==> src/macc_pkg.sv <==
`default_nettype none
// ---------------------------------------------------------------------------
// macc_pkg
// Shared types, codes and display helpers of the menu alarm clock controller.
// ---------------------------------------------------------------------------
package macc_pkg;

    localparam logic [4:0] TIMER_DAY_SPAN = 5'd30;

    typedef enum logic [1:0] {
        CMD_TICK    = 2'd0,
        CMD_NEXT    = 2'd1,
        CMD_CONFIRM = 2'd2,
        CMD_SAMPLE  = 2'd3
    } cmd_t;

    typedef enum logic [3:0] {
        MODE_SHOW_CLOCK = 4'd0,
        MODE_SHOW_LIGHT = 4'd1,
        MODE_SET_CLOCK  = 4'd2,
        MODE_SET_TIMER  = 4'd3,
        MODE_SET_LIGHT  = 4'd4,
        MODE_CLR_TIMER  = 4'd5,
        MODE_CLR_LIGHT  = 4'd6,
        MODE_MENU       = 4'd7,
        MODE_ALARM      = 4'd8
    } mode_t;

    localparam logic [1:0] GRP_GET   = 2'd0;
    localparam logic [1:0] GRP_SET   = 2'd1;
    localparam logic [1:0] GRP_CLEAR = 2'd2;

    localparam logic [1:0] TFIELD_DAY    = 2'd0;
    localparam logic [1:0] TFIELD_HOUR   = 2'd1;
    localparam logic [1:0] TFIELD_MINUTE = 2'd2;

    // letter patterns
    localparam logic [7:0] SEG_G  = 8'h3d;
    localparam logic [7:0] SEG_E  = 8'h79;
    localparam logic [7:0] SEG_T  = 8'h31;
    localparam logic [7:0] SEG_S  = 8'h6d;
    localparam logic [7:0] SEG_C  = 8'h39;
    localparam logic [7:0] SEG_L  = 8'h38;
    localparam logic [7:0] SEG_D  = 8'h5e;
    localparam logic [7:0] SEG_Y  = 8'h6e;
    localparam logic [7:0] SEG_A  = 8'h77;
    localparam logic [7:0] SEG_N  = 8'h37;
    localparam logic [7:0] SEG_DP = 8'h80;

    // index 0 is the leftmost digit
    typedef logic [3:0][7:0] seg_quad_t;

    // post-update state that the display decodes
    typedef struct packed {
        mode_t       mode;
        logic [2:0]  menu_pos;
        logic [1:0]  menu_group;
        logic [4:0]  clk_hour;
        logic [5:0]  clk_minute;
        logic [4:0]  alm_day;
        logic [4:0]  alm_hour;
        logic [5:0]  alm_minute;
        logic [3:0]  light_low;
        logic [3:0]  light_high;
        logic [3:0]  light_level;
        logic [1:0]  timer_field_sel;
        logic        timer_on;
        logic        light_on;
    } macc_view_t;

    function automatic logic [7:0] seg_digit(input logic [3:0] d);
        logic [7:0] s;
        unique case (d)
            4'd0:    s = 8'h3f;
            4'd1:    s = 8'h06;
            4'd2:    s = 8'h5b;
            4'd3:    s = 8'h4f;
            4'd4:    s = 8'h66;
            4'd5:    s = 8'h6d;
            4'd6:    s = 8'h7c;
            4'd7:    s = 8'h07;
            4'd8:    s = 8'h7f;
            4'd9:    s = 8'h67;
            default: s = 8'h00;
        endcase
        return s;
    endfunction

    // tens digit of a value below 64
    function automatic logic [3:0] digit_tens(input logic [5:0] v);
        logic [3:0] t;
        priority if (v >= 6'd60) t = 4'd6;
        else if (v >= 6'd50)     t = 4'd5;
        else if (v >= 6'd40)     t = 4'd4;
        else if (v >= 6'd30)     t = 4'd3;
        else if (v >= 6'd20)     t = 4'd2;
        else if (v >= 6'd10)     t = 4'd1;
        else                     t = 4'd0;
        return t;
    endfunction

    function automatic logic [3:0] digit_ones(input logic [5:0] v);
        logic [5:0] r;
        r = v - 6'(digit_tens(v)) * 6'd10;
        return r[3:0];
    endfunction

    // two numbers as XX.YY
    function automatic seg_quad_t show_pair(input logic [5:0] l, input logic [5:0] r);
        seg_quad_t q;
        q[0] = seg_digit(digit_tens(l));
        q[1] = seg_digit(digit_ones(l)) | SEG_DP;
        q[2] = seg_digit(digit_tens(r));
        q[3] = seg_digit(digit_ones(r));
        return q;
    endfunction

endpackage
`default_nettype wire

==> src/macc_cmd_if.sv <==
`default_nettype none
// ---------------------------------------------------------------------------
// macc_cmd_if
// Event channel: valid/ready handshake with command and light sample.
// ---------------------------------------------------------------------------
interface macc_cmd_if;
    logic       valid;
    logic       ready;
    logic [1:0] command;
    logic [9:0] adc_sample;

    modport source (output valid, output command, output adc_sample, input ready);
    modport sink   (input valid, input command, input adc_sample, output ready);
endinterface
`default_nettype wire

==> src/macc_res_if.sv <==
`default_nettype none
// ---------------------------------------------------------------------------
// macc_res_if
// Result channel: valid/ready handshake with mode, menu, display and flags.
// ---------------------------------------------------------------------------
interface macc_res_if;
    logic       valid;
    logic       ready;
    logic [3:0] mode_now;
    logic [2:0] menu_index;
    logic [7:0] seg_left;
    logic [7:0] seg_mid_left;
    logic [7:0] seg_mid_right;
    logic [7:0] seg_right;
    logic [6:0] led_pattern;
    logic       timer_armed;
    logic       light_armed;

    modport source (
        output valid, output mode_now, output menu_index,
        output seg_left, output seg_mid_left, output seg_mid_right, output seg_right,
        output led_pattern, output timer_armed, output light_armed,
        input ready
    );
    modport sink (
        input valid, input mode_now, input menu_index,
        input seg_left, input seg_mid_left, input seg_mid_right, input seg_right,
        input led_pattern, input timer_armed, input light_armed,
        output ready
    );
endinterface
`default_nettype wire

==> src/macc_ctrl.sv <==
`default_nettype none
// ---------------------------------------------------------------------------
// macc_ctrl
// Clock, alarm and menu state; applies one event per fire in a single pass.
// ---------------------------------------------------------------------------
module macc_ctrl (
    input  wire logic                clk,
    input  wire logic                rst_n,
    input  wire logic                fire,
    input  wire logic [1:0]          command,
    input  wire logic [9:0]          adc_sample,
    output macc_pkg::macc_view_t     view
);
    import macc_pkg::*;

    mode_t       mode_reg, mode_next;
    logic [2:0]  menu_pos_reg, menu_pos_next;
    logic [1:0]  menu_group_reg, menu_group_next;
    logic [5:0]  clk_second_reg, clk_second_next;
    logic [5:0]  clk_minute_reg, clk_minute_next;
    logic [4:0]  clk_hour_reg, clk_hour_next;
    logic [15:0] clk_day_reg, clk_day_next;
    logic [4:0]  alm_day_reg, alm_day_next;
    logic [4:0]  alm_hour_reg, alm_hour_next;
    logic [5:0]  alm_minute_reg, alm_minute_next;
    logic [3:0]  light_low_reg, light_low_next;
    logic [3:0]  light_high_reg, light_high_next;
    logic        edit_high_reg, edit_high_next;
    logic        clock_field_reg, clock_field_next;
    logic [1:0]  timer_field_reg, timer_field_next;
    logic        timer_on_reg, timer_on_next;
    logic        light_on_reg, light_on_next;
    logic [3:0]  light_level_reg, light_level_next;

    logic [15:0] sample_prod;
    logic [3:0]  sample_quot;
    logic [3:0]  sample_level;

    // sample/100 as (sample*41)>>12, exact for 10-bit samples; level 10 wraps to 0
    assign sample_prod  = {6'd0, adc_sample} * 16'd41;
    assign sample_quot  = sample_prod[15:12];
    assign sample_level = (sample_quot == 4'd10) ? 4'd0 : sample_quot;

    always_comb
    begin
        mode_next        = mode_reg;
        menu_pos_next    = menu_pos_reg;
        menu_group_next  = menu_group_reg;
        clk_second_next  = clk_second_reg;
        clk_minute_next  = clk_minute_reg;
        clk_hour_next    = clk_hour_reg;
        clk_day_next     = clk_day_reg;
        alm_day_next     = alm_day_reg;
        alm_hour_next    = alm_hour_reg;
        alm_minute_next  = alm_minute_reg;
        light_low_next   = light_low_reg;
        light_high_next  = light_high_reg;
        edit_high_next   = edit_high_reg;
        clock_field_next = clock_field_reg;
        timer_field_next = timer_field_reg;
        timer_on_next    = timer_on_reg;
        light_on_next    = light_on_reg;
        light_level_next = light_level_reg;

        if (fire)
        begin
            unique case (cmd_t'(command))
                CMD_TICK:
                begin
                    if (mode_reg != MODE_SET_CLOCK)
                    begin
                        if (clk_second_reg >= 6'd59)
                        begin
                            clk_second_next = 6'd0;
                            if (clk_minute_reg >= 6'd59)
                            begin
                                clk_minute_next = 6'd0;
                                if (clk_hour_reg >= 5'd23)
                                begin
                                    clk_hour_next = 5'd0;
                                    clk_day_next  = clk_day_reg + 16'd1;
                                end
                                else
                                begin
                                    clk_hour_next = clk_hour_reg + 5'd1;
                                end
                            end
                            else
                            begin
                                clk_minute_next = clk_minute_reg + 6'd1;
                            end
                        end
                        else
                        begin
                            clk_second_next = clk_second_reg + 6'd1;
                        end
                    end
                    // alarm check sees the advanced clock
                    if (timer_on_reg)
                    begin
                        if ({11'd0, alm_day_reg} == clk_day_next &&
                            alm_hour_reg == clk_hour_next &&
                            alm_minute_reg == clk_minute_next &&
                            clk_second_next == 6'd0)
                        begin
                            mode_next    = MODE_ALARM;
                            clk_day_next = 16'd0;
                        end
                    end
                    else if (light_on_reg)
                    begin
                        if (light_low_reg > light_level_reg ||
                            light_high_reg < light_level_reg)
                        begin
                            mode_next = MODE_ALARM;
                        end
                    end
                end
                CMD_NEXT:
                begin
                    unique case (mode_reg)
                        MODE_SET_CLOCK:
                        begin
                            if (!clock_field_reg)
                                clk_hour_next = (clk_hour_reg >= 5'd23) ? 5'd0
                                                                         : clk_hour_reg + 5'd1;
                            else
                                clk_minute_next = (clk_minute_reg >= 6'd59) ? 6'd0
                                                                             : clk_minute_reg + 6'd1;
                        end
                        MODE_SET_TIMER:
                        begin
                            priority case (timer_field_reg)
                                TFIELD_DAY:
                                    alm_day_next = (alm_day_reg >= TIMER_DAY_SPAN - 5'd1) ? 5'd0
                                                                                   : alm_day_reg + 5'd1;
                                TFIELD_HOUR:
                                    alm_hour_next = (alm_hour_reg >= 5'd23) ? 5'd0
                                                                             : alm_hour_reg + 5'd1;
                                default:
                                    alm_minute_next = (alm_minute_reg >= 6'd59) ? 6'd0
                                                                                 : alm_minute_reg + 6'd1;
                            endcase
                        end
                        MODE_SHOW_LIGHT:
                            mode_next = MODE_MENU;
                        MODE_SET_LIGHT:
                        begin
                            if (edit_high_reg)
                                light_high_next = (light_high_reg >= 4'd10) ? 4'd0
                                                                             : light_high_reg + 4'd1;
                            else
                                light_low_next = (light_low_reg >= 4'd10) ? 4'd0
                                                                           : light_low_reg + 4'd1;
                        end
                        MODE_MENU:
                        begin
                            menu_pos_next = (menu_pos_reg >= 3'd6) ? 3'd0 : menu_pos_reg + 3'd1;
                            priority if (menu_pos_next <= 3'd1) menu_group_next = GRP_GET;
                            else if (menu_pos_next <= 3'd4)     menu_group_next = GRP_SET;
                            else                                menu_group_next = GRP_CLEAR;
                        end
                        MODE_ALARM:
                        begin
                            mode_next     = MODE_MENU;
                            timer_on_next = 1'b0;
                            light_on_next = 1'b0;
                        end
                        default:
                        begin
                        end
                    endcase
                end
                CMD_CONFIRM:
                begin
                    unique case (mode_reg)
                        MODE_SET_CLOCK:
                        begin
                            clock_field_next = ~clock_field_reg;
                            if (clock_field_reg)
                                mode_next = MODE_MENU;
                        end
                        MODE_SET_TIMER:
                        begin
                            priority case (timer_field_reg)
                                TFIELD_DAY:  timer_field_next = TFIELD_HOUR;
                                TFIELD_HOUR: timer_field_next = TFIELD_MINUTE;
                                default:
                                begin
                                    timer_field_next = TFIELD_DAY;
                                    mode_next        = MODE_MENU;
                                    timer_on_next    = 1'b1;
                                end
                            endcase
                        end
                        MODE_SHOW_LIGHT, MODE_SHOW_CLOCK, MODE_ALARM:
                            mode_next = MODE_MENU;
                        MODE_SET_LIGHT:
                        begin
                            edit_high_next = ~edit_high_reg;
                            if (edit_high_reg)
                            begin
                                mode_next     = MODE_MENU;
                                light_on_next = 1'b1;
                            end
                        end
                        MODE_CLR_LIGHT:
                        begin
                            light_on_next = 1'b0;
                            mode_next     = MODE_MENU;
                        end
                        MODE_CLR_TIMER:
                        begin
                            timer_on_next = 1'b0;
                            mode_next     = MODE_MENU;
                        end
                        MODE_MENU:
                            mode_next = mode_t'({1'b0, menu_pos_reg});
                        default:
                        begin
                        end
                    endcase
                end
                CMD_SAMPLE:
                    light_level_next = sample_level;
            endcase
        end
    end

    always_ff @(posedge clk or negedge rst_n)
    begin
        if (!rst_n)
        begin
            mode_reg        <= MODE_SET_CLOCK;
            menu_pos_reg    <= 3'd0;
            menu_group_reg  <= GRP_GET;
            clk_second_reg  <= 6'd0;
            clk_minute_reg  <= 6'd0;
            clk_hour_reg    <= 5'd0;
            clk_day_reg     <= 16'd0;
            alm_day_reg     <= 5'd0;
            alm_hour_reg    <= 5'd0;
            alm_minute_reg  <= 6'd0;
            light_low_reg   <= 4'd0;
            light_high_reg  <= 4'd0;
            edit_high_reg   <= 1'b0;
            clock_field_reg <= 1'b0;
            timer_field_reg <= TFIELD_DAY;
            timer_on_reg    <= 1'b0;
            light_on_reg    <= 1'b0;
            light_level_reg <= 4'd0;
        end
        else
        begin
            mode_reg        <= mode_next;
            menu_pos_reg    <= menu_pos_next;
            menu_group_reg  <= menu_group_next;
            clk_second_reg  <= clk_second_next;
            clk_minute_reg  <= clk_minute_next;
            clk_hour_reg    <= clk_hour_next;
            clk_day_reg     <= clk_day_next;
            alm_day_reg     <= alm_day_next;
            alm_hour_reg    <= alm_hour_next;
            alm_minute_reg  <= alm_minute_next;
            light_low_reg   <= light_low_next;
            light_high_reg  <= light_high_next;
            edit_high_reg   <= edit_high_next;
            clock_field_reg <= clock_field_next;
            timer_field_reg <= timer_field_next;
            timer_on_reg    <= timer_on_next;
            light_on_reg    <= light_on_next;
            light_level_reg <= light_level_next;
        end
    end

    always_comb
    begin
        view.mode            = mode_next;
        view.menu_pos        = menu_pos_next;
        view.menu_group      = menu_group_next;
        view.clk_hour        = clk_hour_next;
        view.clk_minute      = clk_minute_next;
        view.alm_day         = alm_day_next;
        view.alm_hour        = alm_hour_next;
        view.alm_minute      = alm_minute_next;
        view.light_low       = light_low_next;
        view.light_high      = light_high_next;
        view.light_level     = light_level_next;
        view.timer_field_sel = timer_field_next;
        view.timer_on        = timer_on_next;
        view.light_on        = light_on_next;
    end

endmodule
`default_nettype wire

==> src/macc_disp.sv <==
`default_nettype none
// ---------------------------------------------------------------------------
// macc_disp
// Seven-segment decode per mode; clear modes keep the last shown patterns.
// ---------------------------------------------------------------------------
module macc_disp (
    input  wire logic                clk,
    input  wire logic                rst_n,
    input  wire logic                fire,
    input  wire macc_pkg::macc_view_t view,
    output macc_pkg::seg_quad_t      segs
);
    import macc_pkg::*;

    seg_quad_t held_reg;
    seg_quad_t shown;
    logic      hold;

    always_comb
    begin
        shown = held_reg;
        hold  = 1'b0;
        unique case (view.mode)
            MODE_MENU:
            begin
                priority case (view.menu_group)
                    GRP_GET: shown = {seg_digit({1'b0, view.menu_pos}), SEG_T, SEG_E, SEG_G};
                    GRP_SET: shown = {seg_digit({1'b0, view.menu_pos}), SEG_T, SEG_E, SEG_S};
                    default: shown = {seg_digit({1'b0, view.menu_pos}), SEG_S, SEG_L, SEG_C};
                endcase
            end
            MODE_SHOW_CLOCK, MODE_SET_CLOCK:
                shown = show_pair({1'b0, view.clk_hour}, view.clk_minute);
            MODE_SET_TIMER:
            begin
                if (view.timer_field_sel == TFIELD_DAY)
                begin
                    shown[0] = SEG_D;
                    shown[1] = SEG_Y;
                    shown[2] = seg_digit(digit_tens({1'b0, view.alm_day}));
                    shown[3] = seg_digit(digit_ones({1'b0, view.alm_day}));
                end
                else
                begin
                    shown = show_pair({1'b0, view.alm_hour}, view.alm_minute);
                end
            end
            MODE_SET_LIGHT:
                shown = show_pair({2'b0, view.light_low}, {2'b0, view.light_high});
            MODE_ALARM:
                shown = {SEG_N, SEG_A, SEG_L, SEG_A};
            MODE_SHOW_LIGHT:
            begin
                shown[0] = SEG_L;
                shown[1] = SEG_T;
                shown[2] = seg_digit(digit_tens({2'b0, view.light_level}));
                shown[3] = seg_digit(digit_ones({2'b0, view.light_level}));
            end
            default:
                hold = 1'b1;
        endcase
    end

    assign segs = hold ? held_reg : shown;

    always_ff @(posedge clk or negedge rst_n)
    begin
        if (!rst_n)
            held_reg <= '0;
        else if (fire)
            held_reg <= segs;
    end

endmodule
`default_nettype wire

==> src/menu_alarm_clock_controller.sv <==
`default_nettype none
// ---------------------------------------------------------------------------
// menu_alarm_clock_controller
// Two-button menu alarm clock: events in, mode/display/LED results out.
// ---------------------------------------------------------------------------
// Takes one event (second tick, next, confirm, light sample) per cycle and
// returns one result per event, in order. An accepted event sits in an input
// register until it fires, the state update and display decode run in a single
// pass, and the result lands in an output register as the event fires; one
// event per cycle sustained while the result side keeps up. A stalled result
// holds the pipeline; the input register still refills when it is empty. No
// startup sweep: the block is ready right after reset, which leaves it in
// set-clock mode at 00.00.
module menu_alarm_clock_controller (
    input  wire logic clk,
    input  wire logic rst_n,
    macc_cmd_if.sink  cmd,
    macc_res_if.source res
);
    import macc_pkg::*;

    logic       cmd_valid_reg;
    logic [1:0] command_reg;
    logic [9:0] sample_reg;
    logic       res_valid_reg;
    logic       res_valid_next;
    logic       advance;
    logic       fire;

    macc_view_t view;
    seg_quad_t  segs;

    logic [3:0] mode_now_reg;
    logic [2:0] menu_index_reg;
    seg_quad_t  segs_reg;
    logic [6:0] led_reg;
    logic       timer_armed_reg;
    logic       light_armed_reg;

    assign advance   = !res_valid_reg || res.ready;
    assign fire      = cmd_valid_reg && advance;
    assign cmd.ready = !cmd_valid_reg || advance;

    always_comb
    begin
        res_valid_next = res_valid_reg;
        if (fire)
            res_valid_next = 1'b1;
        else if (res.ready)
            res_valid_next = 1'b0;
    end

    always_ff @(posedge clk or negedge rst_n)
    begin
        if (!rst_n)
        begin
            cmd_valid_reg <= 1'b0;
            res_valid_reg <= 1'b0;
        end
        else
        begin
            if (cmd.ready)
                cmd_valid_reg <= cmd.valid;
            res_valid_reg <= res_valid_next;
        end
    end

    always_ff @(posedge clk)
    begin
        if (cmd.ready && cmd.valid)
        begin
            command_reg <= cmd.command;
            sample_reg  <= cmd.adc_sample;
        end
    end

    macc_ctrl u_ctrl (
        .clk        (clk),
        .rst_n      (rst_n),
        .fire       (fire),
        .command    (command_reg),
        .adc_sample (sample_reg),
        .view       (view)
    );

    macc_disp u_disp (
        .clk   (clk),
        .rst_n (rst_n),
        .fire  (fire),
        .view  (view),
        .segs  (segs)
    );

    always_ff @(posedge clk)
    begin
        if (fire)
        begin
            mode_now_reg    <= view.mode;
            menu_index_reg  <= view.menu_pos;
            segs_reg        <= segs;
            led_reg         <= 7'(8'd1 << view.menu_pos);
            timer_armed_reg <= view.timer_on;
            light_armed_reg <= view.light_on;
        end
    end

    assign res.valid         = res_valid_reg;
    assign res.mode_now      = mode_now_reg;
    assign res.menu_index    = menu_index_reg;
    assign res.seg_left      = segs_reg[0];
    assign res.seg_mid_left  = segs_reg[1];
    assign res.seg_mid_right = segs_reg[2];
    assign res.seg_right     = segs_reg[3];
    assign res.led_pattern   = led_reg;
    assign res.timer_armed   = timer_armed_reg;
    assign res.light_armed   = light_armed_reg;

endmodule
`default_nettype wire

==> src/flat_wrapper.sv <==
// flat-port wrapper written by rule: the top's interface ports become plain ports
module menu_alarm_clock_controller_flat import macc_pkg::*;
  (clk, rst_n, cmd_valid, cmd_command, cmd_adc_sample, cmd_ready, res_valid, res_mode_now, res_menu_index, res_seg_left, res_seg_mid_left, res_seg_mid_right, res_seg_right, res_led_pattern, res_timer_armed, res_light_armed, res_ready);
  macc_cmd_if cmd_i ();
  macc_res_if res_i ();
  input  wire logic clk;
  input  wire logic rst_n;
  input wire logic [$bits(cmd_i.valid)-1:0] cmd_valid;
  input wire logic [$bits(cmd_i.command)-1:0] cmd_command;
  input wire logic [$bits(cmd_i.adc_sample)-1:0] cmd_adc_sample;
  output wire logic [$bits(cmd_i.ready)-1:0] cmd_ready;
  output wire logic [$bits(res_i.valid)-1:0] res_valid;
  output wire logic [$bits(res_i.mode_now)-1:0] res_mode_now;
  output wire logic [$bits(res_i.menu_index)-1:0] res_menu_index;
  output wire logic [$bits(res_i.seg_left)-1:0] res_seg_left;
  output wire logic [$bits(res_i.seg_mid_left)-1:0] res_seg_mid_left;
  output wire logic [$bits(res_i.seg_mid_right)-1:0] res_seg_mid_right;
  output wire logic [$bits(res_i.seg_right)-1:0] res_seg_right;
  output wire logic [$bits(res_i.led_pattern)-1:0] res_led_pattern;
  output wire logic [$bits(res_i.timer_armed)-1:0] res_timer_armed;
  output wire logic [$bits(res_i.light_armed)-1:0] res_light_armed;
  input wire logic [$bits(res_i.ready)-1:0] res_ready;
  assign cmd_i.valid = cmd_valid;
  assign cmd_i.command = cmd_command;
  assign cmd_i.adc_sample = cmd_adc_sample;
  assign cmd_ready = cmd_i.ready;
  assign res_valid = res_i.valid;
  assign res_mode_now = res_i.mode_now;
  assign res_menu_index = res_i.menu_index;
  assign res_seg_left = res_i.seg_left;
  assign res_seg_mid_left = res_i.seg_mid_left;
  assign res_seg_mid_right = res_i.seg_mid_right;
  assign res_seg_right = res_i.seg_right;
  assign res_led_pattern = res_i.led_pattern;
  assign res_timer_armed = res_i.timer_armed;
  assign res_light_armed = res_i.light_armed;
  assign res_i.ready = res_ready;
  menu_alarm_clock_controller u_core (.clk(clk), .rst_n(rst_n), .cmd(cmd_i), .res(res_i));
endmodule
==> config.mk <==
export PLATFORM = sky130hd
export DESIGN_NAME = menu_alarm_clock_controller_flat
export DESIGN_NICKNAME = d
export VERILOG_FILES = /design/src/macc_pkg.sv /design/src/macc_cmd_if.sv /design/src/macc_res_if.sv /design/src/macc_ctrl.sv /design/src/macc_disp.sv /design/src/menu_alarm_clock_controller.sv /design/src/flat_wrapper.sv
export SDC_FILE = /design/constraint.sdc
export NUM_CORES = 1
export LEC_CHECK = 0
export BUFFER_PORTS_ARGS = -buffer_cell sky130_fd_sc_hd__buf_4
export CAP_MARGIN = 10
export CORE_ASPECT_RATIO = 0.75
export CORE_MARGIN = 2
export CORE_UTILIZATION = 45
export CTS_CLUSTER_SIZE = 8
export DETAILED_ROUTE_END_ITERATION = 10
export PLACE_DENSITY_LB_ADDON = 0.2
export REMOVE_ABC_BUFFERS = 1
export SLEW_MARGIN = 20
export SYNTH_ARGS = -nofsm -noshare
export SYNTH_HDL_FRONTEND = slang
export SYNTH_SLANG_ARGS = --single-unit
export TNS_END_PERCENT = 100
==> constraint.sdc <==
create_clock -name clk -period 6.05 [get_ports clk]
set_input_delay 0.605 -clock clk [delete_from_list [all_inputs] [get_ports clk]]
set_output_delay 0.605 -clock clk [all_outputs]
set_load 0.005 [all_outputs]
# [Word-level counts from Yosys, hierarchy flattened]
# Memories as Yosys holds them, arrays and structs flattened.
# Cells that the tools add are included.
[word_totals] mem_bits_ro=1960 reg_bits=170 mem_count=19 elab_cells=329 in_bits=16
[op_classes] eq_ne=24 n_addsub=18 mul=9 n_bitwise=2 n_lt_le_gt_ge=49 mux=146 n_reduce_logical=26 n_shift=1
[memory_table] memory="(no name shown)" depth=16 word_bits=7 read_ports=1 rd_clocked_by_memory_dff=0 wr=0 line_no="macc_pkg.sv:73" source="unique case (d)"
[memory_table] memory="(no name shown)" depth=16 word_bits=7 read_ports=1 rd_clocked_by_memory_dff=0 wr=0 line_no="macc_pkg.sv:73"
[memory_table] memory="(no name shown)" depth=16 word_bits=7 read_ports=1 rd_clocked_by_memory_dff=0 wr=0 line_no="macc_pkg.sv:73"
[memory_table] memory="(no name shown)" depth=16 word_bits=7 read_ports=1 rd_clocked_by_memory_dff=0 wr=0 line_no="macc_pkg.sv:73"
[memory_table] memory="(no name shown)" depth=16 word_bits=7 read_ports=1 rd_clocked_by_memory_dff=0 wr=0 line_no="macc_pkg.sv:73"
[memory_table] memory="(no name shown)" depth=16 word_bits=7 read_ports=1 rd_clocked_by_memory_dff=0 wr=0 line_no="macc_pkg.sv:73"
[memory_table] memory="13 more memories"
[op_table] cell="one-hot mux 32 bit (6 select lines)" count=1
[op_table] cell="two-way mux 4 bit" count=36
[op_table] cell="two-way mux 16 bit" count=8
[op_table] cell="two-way mux 6 bit" count=17
[op_table] cell="two-way mux 5 bit" count=19
[op_table] cell="two-way mux 32 bit" count=2
[op_table] cell="one-hot mux 32 bit (2 select lines)" count=1
[op_table] cell="two-way mux 3 bit" count=19
[op_table] cell="greater-or-equal comparator 5 x 6 -> 1 bit, second input constant" count=9
[op_table] cell="greater-or-equal comparator 6 bit, second input constant" count=9
[op_table] cell="greater-or-equal comparator 5 bit, second input constant" count=9
[op_table] cell="two-way mux 2 bit" count=18
[op_table] cell="multiplier 4 x 3 -> 3 bit, second input constant" count=8
[op_table] cell="subtractor 4 bit" count=8
[op_table] cell="== test 4 x 3 -> 1 bit, second input constant" count=6
[op_table] cell="greater-or-equal comparator 6 x 5 -> 1 bit, second input constant" count=4
[op_table] cell="greater-or-equal comparator 4 bit, second input constant" count=5
[op_table] cell="one-hot mux 4 bit (5 select lines)" count=1
[op_table] cell="adder 6 x 1 -> 6 bit, second input constant" count=3
[op_table] cell="greater-or-equal comparator 4 x 6 -> 1 bit, second input constant" count=3
[op_table] cell="adder 16 x 1 -> 16 bit, second input constant" count=1
[op_table] cell="== test 4 x 2 -> 1 bit, second input constant" count=4
[op_table] cell="== test 5 x 16 -> 1 bit" count=1
[op_table] cell="multiplier 10 x 6 -> 16 bit, second input constant" count=1
[op_table] cell="37 further kinds" count=82

# [Logic depth before layout (Yosys ltp)]
# An unclocked memory read counts as a cell.
[depth] ltp_word=23 ltp_mapped=25

# [Cells and area by module]
# From an unflattened synthesis, not the netlist that was laid out.
[hier_totals] cells_unflattened=1575 hier_area_um2=13501.7
[modules_own_cells] mod="macc_ctrl" cells_each=736 instances=1 area_per_inst_um2=6263.5
[modules_own_cells] mod="macc_disp" cells_each=763 instances=1 area_per_inst_um2=5280.1
[modules_own_cells] mod="menu_alarm_clock_controller" cells_each=76 instances=1 area_per_inst_um2=1958.1

# [Worst setup path after synthesis]
# No wires, ideal clock.
[synth_timing] kind="reg2reg" startpoint="reg u_core.sample_reg[4]" endpoint="reg u_core.segs_reg (netlist bit u_core.res.seg_right[3]), data pin" arrival_time_ns=5.382 path_slack_ns=0.409 setup_time_ns=0.260 t_required_ns=5.790 period_less_slack_ns=5.641 path_stages_with_launch=19 cell_sequence="edfxtp_1 ha_1 fa_1 ha_1 ha_1 and3_1 a41oi_1 a311oi_1 o311a_1 or4_1 a22oi_1 a21oi_1 ha_1 ha_1 xnor2_1 mux2i_1 a211oi_1 or4_1 mux2_2"
[synth_rtl] element="start: declaration" line_no="menu_alarm_clock_controller.sv:24" source="logic [9:0] sample_reg;"
[synth_rtl] element="start signal: assignment" line_no="menu_alarm_clock_controller.sv:73" source="sample_reg <= cmd.adc_sample;"
[synth_rtl] element="end signal: assignment" line_no="menu_alarm_clock_controller.sv:100" source="segs_reg <= segs;"
[synth_rtl] element="end: declaration" line_no="menu_alarm_clock_controller.sv:35" source="seg_quad_t segs_reg;"

==> metrics.md <==
| Metric | Value |
|---|---|
| TritonCTS Buffers | 17 |
| Largest stage delay, worst path | 530 ps |
| Slowest cell on the critical path | or4_1 |
| Routed len/inst | 20.7 um |
| Ports | 66 |
| Residual DRC | 0 |
| # rows | 56 |
| TritonCTS clock tree | yes |
| Vias in the first global route | 11790 |
| Distinct cells, synth | 92 |
| Fmax | 0.173 GHz |
| Seq/Total Area, Yosys | between 30 and 40% |
| Full die area | 32700 um^2 |
| Endpoints failing setup | 0 |
| CTS root buf | clkbuf_16 |
| Drt total wl | 43.5 mm |
| GRT Total Usage | 26.6% |
| MaxCap Viol Count | 0 |
| Area grow syn2layout | 12.0% |
| Diode count | 0 |
| Die width | 208 um |
| P_leak | 0.00686 uW |
| Pin count of the biggest net entering global routing | 65 |
| Fin. Hold Viols | 0 |
| Hold buffer count at cts | 0 |
| VDD IR max | about 0.00022 V |
| Area of the core | 31000 um^2 |
| CTS clock-pin slew for the worst setup and hold paths | 70 ps |
| Mapped Cells | 1635 |
| Most frequent cells in the layout | nand2_1, buf_4, a21oi_1, nor2_1, ha_1 |
| Worst slack, placed | 239 ps |
| Status | complete, no violations |
| Synth Warn # | 0 |
| # nets final | about 1800 |
| Async SR Flop Fraction | roughly two thirds |
| H-tree depth reported by CTS | 4 |
| EDFF count, synth | 60 |
| CP arrival | 5990 ps |
| Number of synthesized register bits | 170 |
| Antenna violations before repair | 0 |
| Setup Fix Bufs, Post-CTS | 0 |
| Slew HR | 36.2% |
| Ys flop type | dfrtp_1 |
| Cell accounting for the most synthesized area | dfrtp_1 |
| Drt via density | 6.18 |
| # clock sinks | 170 |
| Type of the most critical hold path | input pin to asynchronous set/reset pin |
| Synth area leaders | dfrtp_1, edfxtp_1, ha_1, a21oi_1, nand2_1 |
| Worst Slack Setup Final | between 200 and 300 ps |
| Post_cts resized | 0 |
| Placed insts | 2073 |
| CP Capture Type | flip-flop |
| Filler cell count | a little under 3000 |
| Dpl hpwl | 33.6 mm |
| Crit path top cell by count | ha_1 |
| Antenna Nets Post-Route | 0 |
| Die height | between 150 and 200 um |
| Clk_skew | between 10 and 15 ps |
| Slew Limit Fails | 0 |
| I/O Buffers | 65 |
| GPL Wtd Cong | 0.960 |
| Top delay family on crit path | adder cells |
| Worst Path Buf+Inv | 1 |
| Non-Filler Instances | roughly 2100 |
| Total grt overflow | 0 |
| First-pass GRT wire length | approximately 68 mm |
| Area share of the largest cell type after synthesis | 19.4% |
| Max reg flops | 32 |
| Critical Path Start Type | flip-flop |
| Starting Density | 45.3% |
| Share of layout cells above drive strength 1 | about an eighth |
| Total power | 5300 uW |
| Post-Synthesis Cell Area | 14100 um^2 |
| Setup TNS | 0 ps |
| Vias | between 10000 and 15000 |
| Area of the multi-input gates | approximately 9000 um^2 |
| Slew @ Worst Pin | 949 ps |
| Avg Cell Area, Syn | 8.61 um^2 |
| Power Dens Cells | roughly 340 nW/um^2 |
| Crit-path cells | ha_1 > fa_1 > ha_1 > ha_1 > and3_1 > a41oi_1 > a311oi_1 > o311a_1 > or4_1 > a22oi_2 > a21oi_1 > ha_1 > ha_1 > xnor2_2 > buf_4 > a21oi_1 > a211oi_1 > or4_1 > mux2_2 |
| Post-route minimum period | 5790 ps |
| Drt initial violations | 1301 |
| Commonest non-fill, non-tap cell in the layout | nand2_1 |
| Sequential cell area | around 4600 um^2 |
| Worst hold slack | 164 ps |
| 1st-pass router iterations | 5 |
| Clk Latency, worst-skew pair | 450 ps |
| Clock tree buffer depth | 2 |
| Final period utilization | 95.6% |
| CP required | 6260 ps |
| Critical path class | flip-flop to flip-flop |
| Largest fanout on the critical path | 7 |
[synthesized netlist by cell type (19+ instances only)]
master	n
nand2_1	135
a31oi_1	37
a211oi_1	22
o21ai_0	94
dfrtp_1	109
nand3_1	49
inv_1	87
xnor2_1	33
nor2_1	117
a21oi_1	126
a21o_1	20
buf_2	22
nand2b_1	19
xor2_1	19
nor2b_1	23
nor3_1	55
mux2i_1	31
o21a_1	22
nand4_1	28
clkbuf_1	66
edfxtp_1	60
ha_1	118
and3_1	19
[cell type report]
cell class / count / area share, %
Clock inverter: 14 / 1.02
Tap cell: 406 / 3.22
Inverter: 93 / 2.22
Multi-Input combinational cell: 1275 / 55.8
Timing Repair Buffer: 129 / 6.14
Sequential cell: 170 / 28.9
Clock buffer: 18 / 2.72
[path summary, 6_finish.rpt]
path	from	endpoint	slack, ps	cells past startpoint
worst max register to register	u_core.sample_reg[6]$_DFFE_PP_	u_core.res.seg_right[3]$_DFFE_PP_	260	19
max in group asynchronous	rst_n	u_core.u_ctrl.alm_hour_reg[3]$_DFF_PN0_	4550	2
worst min-delay path	rst_n	u_core.res.valid$_DFFE_PN0P_	160	1
worst min register to register	u_core.u_disp.held_reg[20]$_DFFE_PN0P_	u_core.u_disp.held_reg[20]$_DFFE_PN0P_	500	1
worst max-delay path	u_core.sample_reg[6]$_DFFE_PP_	u_core.res.seg_right[3]$_DFFE_PP_	260	19
min in group clk	cmd_adc_sample[9]	u_core.sample_reg[9]$_DFFE_PP_	330	1
[kinds of logic (layout without fill, tap and decap cells)]
kind of cell / Yosys count / after routing / share of synthesized area (%)
simple gates: 535 / 535 / 19.1
compound gates: 509 / 509 / 24.2
buf+inv: 190 / 254 / 5.41
flops: 170 / 170 / 32.4
fa+ha+maj: 133 / 133 / 12.2
xor+xnor: 53 / 53 / 3.40
mux: 45 / 45 / 3.33
[where the power goes]
| part | internal [uW] | switching, uW |
|---|---|---|
| sequential | 1500 | 207 |
| combinational | 958 | 1500 |
| clock | 618 | 511 |
[worst register-to-register path, delay by kind of cell (launching register included)]
family                     cells  cell delay, ps
adders and majority gates      6            1980
DFF                            1             450
muxes                          1             280
xor gates and xnor gates       1             180
buffers and inverters          1             200
and+or+nand+nor                3            1190
AOI/OAI and AO/OA              7            1270
[through the flow]
step | instance area, um^2 | util [%]
after CTS | 15700 | 50.7
final | 15800 | 50.8
after floorplan | 13700 | -
after global routing | 15800 | 50.8
after detailed placement | 15100 | 48.8
after global placement | 15100 | 48.8
[routing by layer]
layer	wire length [um]	vias up	track usage, %
li1	-	6198	-
met1	21100	6283	40.5
met2	18000	489	37.8
met3	3820	36	6.50
met4	513	0	5.69
met5	0	-	0
Note: power is estimated with default switching activity, not from simulation.
